### src/rtl/core/cau_pkg.sv
`default_nettype none

package cau_pkg;

    localparam int unsigned FIELD_W = 32;
    localparam int unsigned PROD_W  = 2 * FIELD_W;
    localparam int unsigned Q_DEPTH = 4;
    localparam int unsigned Q_PTR_W = $clog2(Q_DEPTH);
    localparam int unsigned Q_CNT_W = $clog2(Q_DEPTH + 1);

    typedef enum logic [2:0] {
        OP_ADD   = 3'd0,
        OP_SUB   = 3'd1,
        OP_MUL   = 3'd2,
        OP_DIV   = 3'd3,
        OP_CONJ  = 3'd4,
        OP_NEG   = 3'd5,
        OP_SQMAG = 3'd6,
        OP_MAG   = 3'd7
    } t_op;

    typedef enum logic [1:0] {
        ST_OK       = 2'd0,
        ST_DIV_ZERO = 2'd1,
        ST_SAT      = 2'd2
    } t_status;

    typedef struct packed {
        t_op                        action;
        logic signed [FIELD_W-1:0]  a_re;
        logic signed [FIELD_W-1:0]  a_im;
        logic signed [FIELD_W-1:0]  b_re;
        logic signed [FIELD_W-1:0]  b_im;
    } t_in;

    typedef struct packed {
        logic signed [FIELD_W-1:0]  res_re;
        logic signed [FIELD_W-1:0]  res_im;
        t_status                    status;
    } t_out;

    typedef struct packed {
        t_op                        action;
        logic signed [FIELD_W-1:0]  a_re;
        logic signed [FIELD_W-1:0]  a_im;
        logic signed [FIELD_W-1:0]  b_re;
        logic signed [FIELD_W-1:0]  b_im;
        logic signed [PROD_W-1:0]   p_rr;
        logic signed [PROD_W-1:0]   p_ii;
        logic signed [PROD_W-1:0]   p_ri;
        logic signed [PROD_W-1:0]   p_ir;
        logic signed [PROD_W-1:0]   p_bb_r;
        logic signed [PROD_W-1:0]   p_bb_i;
    } t_qitem;

endpackage

`default_nettype wire

### src/rtl/core/cau_queue.sv
`default_nettype none

module cau_queue import cau_pkg::*; (
    input  logic    i_clk,
    input  logic    i_rst_n,
    input  logic    i_wr_valid,
    output logic    o_wr_ready,
    input  t_qitem  i_wr_item,
    output logic    o_rd_valid,
    input  logic    i_rd_ready,
    output t_qitem  o_rd_item
);

    t_qitem                 r_mem [Q_DEPTH];
    logic [Q_PTR_W-1:0]     r_wr_ptr;
    logic [Q_PTR_W-1:0]     r_rd_ptr;
    logic [Q_CNT_W-1:0]     r_cnt;
    logic                   w_push;
    logic                   w_pop;

    assign o_wr_ready = (r_cnt != Q_CNT_W'(Q_DEPTH));
    assign o_rd_valid = (r_cnt != '0);
    assign o_rd_item  = r_mem[r_rd_ptr];
    assign w_push     = i_wr_valid && o_wr_ready;
    assign w_pop      = o_rd_valid && i_rd_ready;

    always_ff @(posedge i_clk) begin
        if (!i_rst_n) begin
            r_wr_ptr <= '0;
            r_rd_ptr <= '0;
            r_cnt    <= '0;
        end else begin
            if (w_push) begin
                r_wr_ptr <= r_wr_ptr + Q_PTR_W'(1);
            end
            if (w_pop) begin
                r_rd_ptr <= r_rd_ptr + Q_PTR_W'(1);
            end
            if (w_push && !w_pop) begin
                r_cnt <= r_cnt + Q_CNT_W'(1);
            end else if (w_pop && !w_push) begin
                r_cnt <= r_cnt - Q_CNT_W'(1);
            end
        end
        if (w_push) begin
            r_mem[r_wr_ptr] <= i_wr_item;
        end
    end

endmodule

`default_nettype wire

### config.mk
export PLATFORM = sky130hd
export DESIGN_NAME = cau_queue
export DESIGN_NICKNAME = d
export VERILOG_FILES = /design/src/rtl/core/cau_pkg.sv /design/src/rtl/core/cau_queue.sv
export SDC_FILE = /design/constraint.sdc
export NUM_CORES = 1
export LEC_CHECK = 0
export BUFFER_PORTS_ARGS = -buffer_cell sky130_fd_sc_hd__buf_2
export CAP_MARGIN = 20
export CORE_MARGIN = 2
export CORE_UTILIZATION = 30
export DETAILED_ROUTE_END_ITERATION = 16
export GPL_TIMING_DRIVEN = 0
export SETUP_SLACK_MARGIN = 0.15
export SLEW_MARGIN = 0
export SYNTH_ARGS = -nofsm -noshare
export SYNTH_HDL_FRONTEND = slang
export SYNTH_SLANG_ARGS = --single-unit
### constraint.sdc
create_clock -name i_clk -period 19.7 [get_ports i_clk]
set_clock_uncertainty 0.2 [all_clocks]
set_input_delay 1.97 -clock i_clk [delete_from_list [all_inputs] [get_ports i_clk]]
set_output_delay 1.97 -clock i_clk [all_outputs]
set_load 0.05 [all_outputs]
==> impl_metrics.yaml <==
timing:
  rsz0062_at_grt: "false"
  fin_setup_tns_ns: 0
  post-route-period-util_pct: 28.82
  hold_slack_final_ns: 0.3077
  max_slew.worst_pin.slew_ns: 1.016
  setup-violations-final: 0
  period_minus_slack_ns: 5.679
  fmax_mhz: 176.1
  hold_viol_final: 0
  report.final.slew_viol_count: 0
  slew_headroom_pct: 32.24
cts:
  cts_root_buf: "sky130_fd_sc_hd__clkbuf_16"
  clock_insertion_delay_at_the_later_pin_of_the_skew_report_ns: 0.83
  max-clock-path-buffers: 3
  holdBufCountCts: 0
  clock_sink_count: 2069
  resized_after_cts: 0
  path_clk_slew_ns: 0.06
  cts-buffers-inserted: 213
  h_tree_lvls: 4
  post_cts_buffers: 0
  tritoncts_clock_tree: "yes"
pwr:
  power_per_cell_area_nw_per_um2: 150.5
  p_leak_nw: 30.16
  vdd_ir_drop_max_v: 0.0001152
  design_power_total_mw: 13.84
setup_path:
  worst_path_dominant_cell_family: "buffers and inverters"
  cpMaxStageDelayCell: "sky130_fd_sc_hd__mux4_2"
  timing.critical_path.buf_inv: 4
  startpoint_type: "flop"
  crit_required_ns: 17.53
  timing.setup.critical_path_class: "flop to primary output"
  cp_data_arrival_time_ns: 3.51
  cpPeakStageDelay_ns: 0.56
  cp-end-kind: "primary output"
  worstPathCellList: "buf_4 -> buf_2 -> buf_2 -> mux4_2 -> buf_2"
  critPathMostFrequentCell: "sky130_fd_sc_hd__buf_2"
  worstPathMaxFanout: 10
route:
  wl_per_cell_um: 24.74
  vias_per_cell: 4.588
  drt-pass1-iter-count: 5
  route.final.wire_length_um: 187400
  postRouteAntennaNets: 0
  initialDrtViolationCount: 2722
  vias: 34760
  drc: 0
synth:
  synth_area_leaders: "sky130_fd_sc_hd__edfxtp_1 83%, sky130_fd_sc_hd__mux4_2 16%, sky130_fd_sc_hd__buf_2 0.40%"
  synth_cell_types: 23
  synth-edff-count: 2060
  yosys_register_bits: 2069
  synth-main-ff-cell: "sky130_fd_sc_hd__edfxtp_1"
  ys_top_cells_by_count: "2060 x sky130_fd_sc_hd__edfxtp_1, 515 x sky130_fd_sc_hd__mux4_2, 59 x sky130_fd_sc_hd__buf_2"
  yosysTopAreaCellShare_pct: 82.94
  synth_top_cell_by_area: "sky130_fd_sc_hd__edfxtp_1"
  synth.most_common_cell: "sky130_fd_sc_hd__edfxtp_1"
  yosysSeqAreaShare_pct: 83.18
  netlist_instances: 2737
  synth-warning-count: 0
  avgSynthCellArea_sq_um: 27.25
  mappedNetlistNets: 3262
  mappedNetlistArea_sq_um: 74580
  async_reset_ff_share_pct: 0
die:
  dieWidth_um: 502.6
  start_util_pct: 30.08
  design.core.area_sq_um: 248000
  core.rowCount: 183
  die-area_sq_um: 252600
  io_pins: 1036
  die_h_um: 502.6
cells_and_area:
  post-route-cell-area_sq_um: 91960
  flow.area_growth_from_synthesis_pct: 23.29
  ratio_of_cells_with_drive_above_1_in_the_final_layout_pct: 47.01
  layout.nets: 4555
  layout.filler_cells: 22480
placed_design:
  postPlaceCellArea_sq_um: 85130
  detailedPlacementHpwl_um: 129400
  gp_routability_congestion: 0.7581
  buffer_ports.inserted: 1034
flow_run:
  drv.max_cap_violation_count: 0
global_routing:
  grt_max_degree: 56
  grt.overflow.total: 0
  grt_pass1_wl_um: 260900
  overall_routing_resource_usage_pct: 14.30
  antenna_violations_before_repair: 109
  number_of_global_route_vias_before_repair: 35830
hold_path:
  hp-class: "flop to flop"
run_status:
  run_status: "finished, final reports clean"
-- metal layers --
metal | up-vias | global-route usage (%) | part of all wire [%]
met4 | 82 | 4.713 | 3.5
met5 | - | 0 | 0.29
li1 | 14670 | - | -
met1 | 18290 | 16.84 | 38
met3 | 446 | 5.940 | 9.6
met2 | 1273 | 23.64 | 49
-- path summary, 6_finish.rpt --
check	startpoint	to	slack, ns	cells past startpoint
min	r_wr_ptr[1]	r_wr_ptr[1]	0.31	2
max reg2reg	r_cnt[0]	r_mem[3][207]	15.70	8
min reg2reg	r_wr_ptr[1]	r_wr_ptr[1]	0.31	2
max	flop	o_rd_item[215]	14.02	5
-- stage by stage --
step                      util [%]  std cells  setup WS, ns
after floorplan                  -       2737         4.544
after global placement       33.84       7101        -6.720
after detailed placement     34.33       7145         14.06
after CTS                    37.05       7542         13.62
after global routing         37.06       7557         13.67
final                        37.08       7577         14.02
-- cells by family after synthesis --
group                    synth area share, %
flip-flops                             83.18
adder cells (fa/ha/maj)               0.1107
AND/OR/NAND/NOR                       0.1225
XOR/XNOR                             0.04698
multiplexers                           15.59
buffers and inverters                 0.8992
AO/OA/AOI/OAI                        0.04866
-- worst register-to-register path, cell delays in order, from the launching register on --
cell	delay (ns)
sky130_fd_sc_hd__dfxtp_1	0.44
sky130_fd_sc_hd__nor2_1	0.10
sky130_fd_sc_hd__a21boi_1	0.52
sky130_fd_sc_hd__and2_4	0.66
sky130_fd_sc_hd__buf_16	0.33
sky130_fd_sc_hd__buf_16	0.29
sky130_fd_sc_hd__buf_16	0.28
sky130_fd_sc_hd__buf_16	0.35
sky130_fd_sc_hd__buf_16	0.38
-- area by class of cell --
type | instances | area (sq um) | share of cell area (%)
multi-input combinational | 550 | 11880 | 12.92
clock buffer | 268 | 5537 | 6.021
antenna | 35 | 87.58 | 0.09524
timing repair buffer | 1078 | 6371 | 6.928
sequential | 2069 | 62040 | 67.47
buffer | 115 | 659.4 | 0.7171
clock inverter | 129 | 1201 | 1.306
inverter | 3 | 11.26 | 0.01225
tap | 3330 | 4167 | 4.531
-- sequential cells by signal, indices dropped and copies added (netlist names), named ones only --
signal and flops:
r_mem 2060, r_wr_ptr 2, r_rd_ptr 2, r_cnt 3
-- placed cells by master, fill, tap and decap left out, drive strengths merged --
master,count
a21boi,2
and2,8
buf,1177
bufinv,12
clkbuf,284
clkinv,96
clkinvlp,8
dfxtp,9
diode,35
edfxtp,2060
fa,1
ha,5
inv,16
mux2i,3
mux4,515
nand2,5
nor2,1
nor2b,1
o21ai,1
o311ai,1
o31ai,1
or3,2
xnor2,3
xor2,1
-- power breakdown --
group | internal, mW | leakage, nW | switching, mW
logic | 1.30 | 7.96 | 3.26
clock network | 2.16 | 3.24 | 1.69
registers | 5.34 | 19.0 | 0.0866
Note: power is estimated with default switching activity, not from simulation.
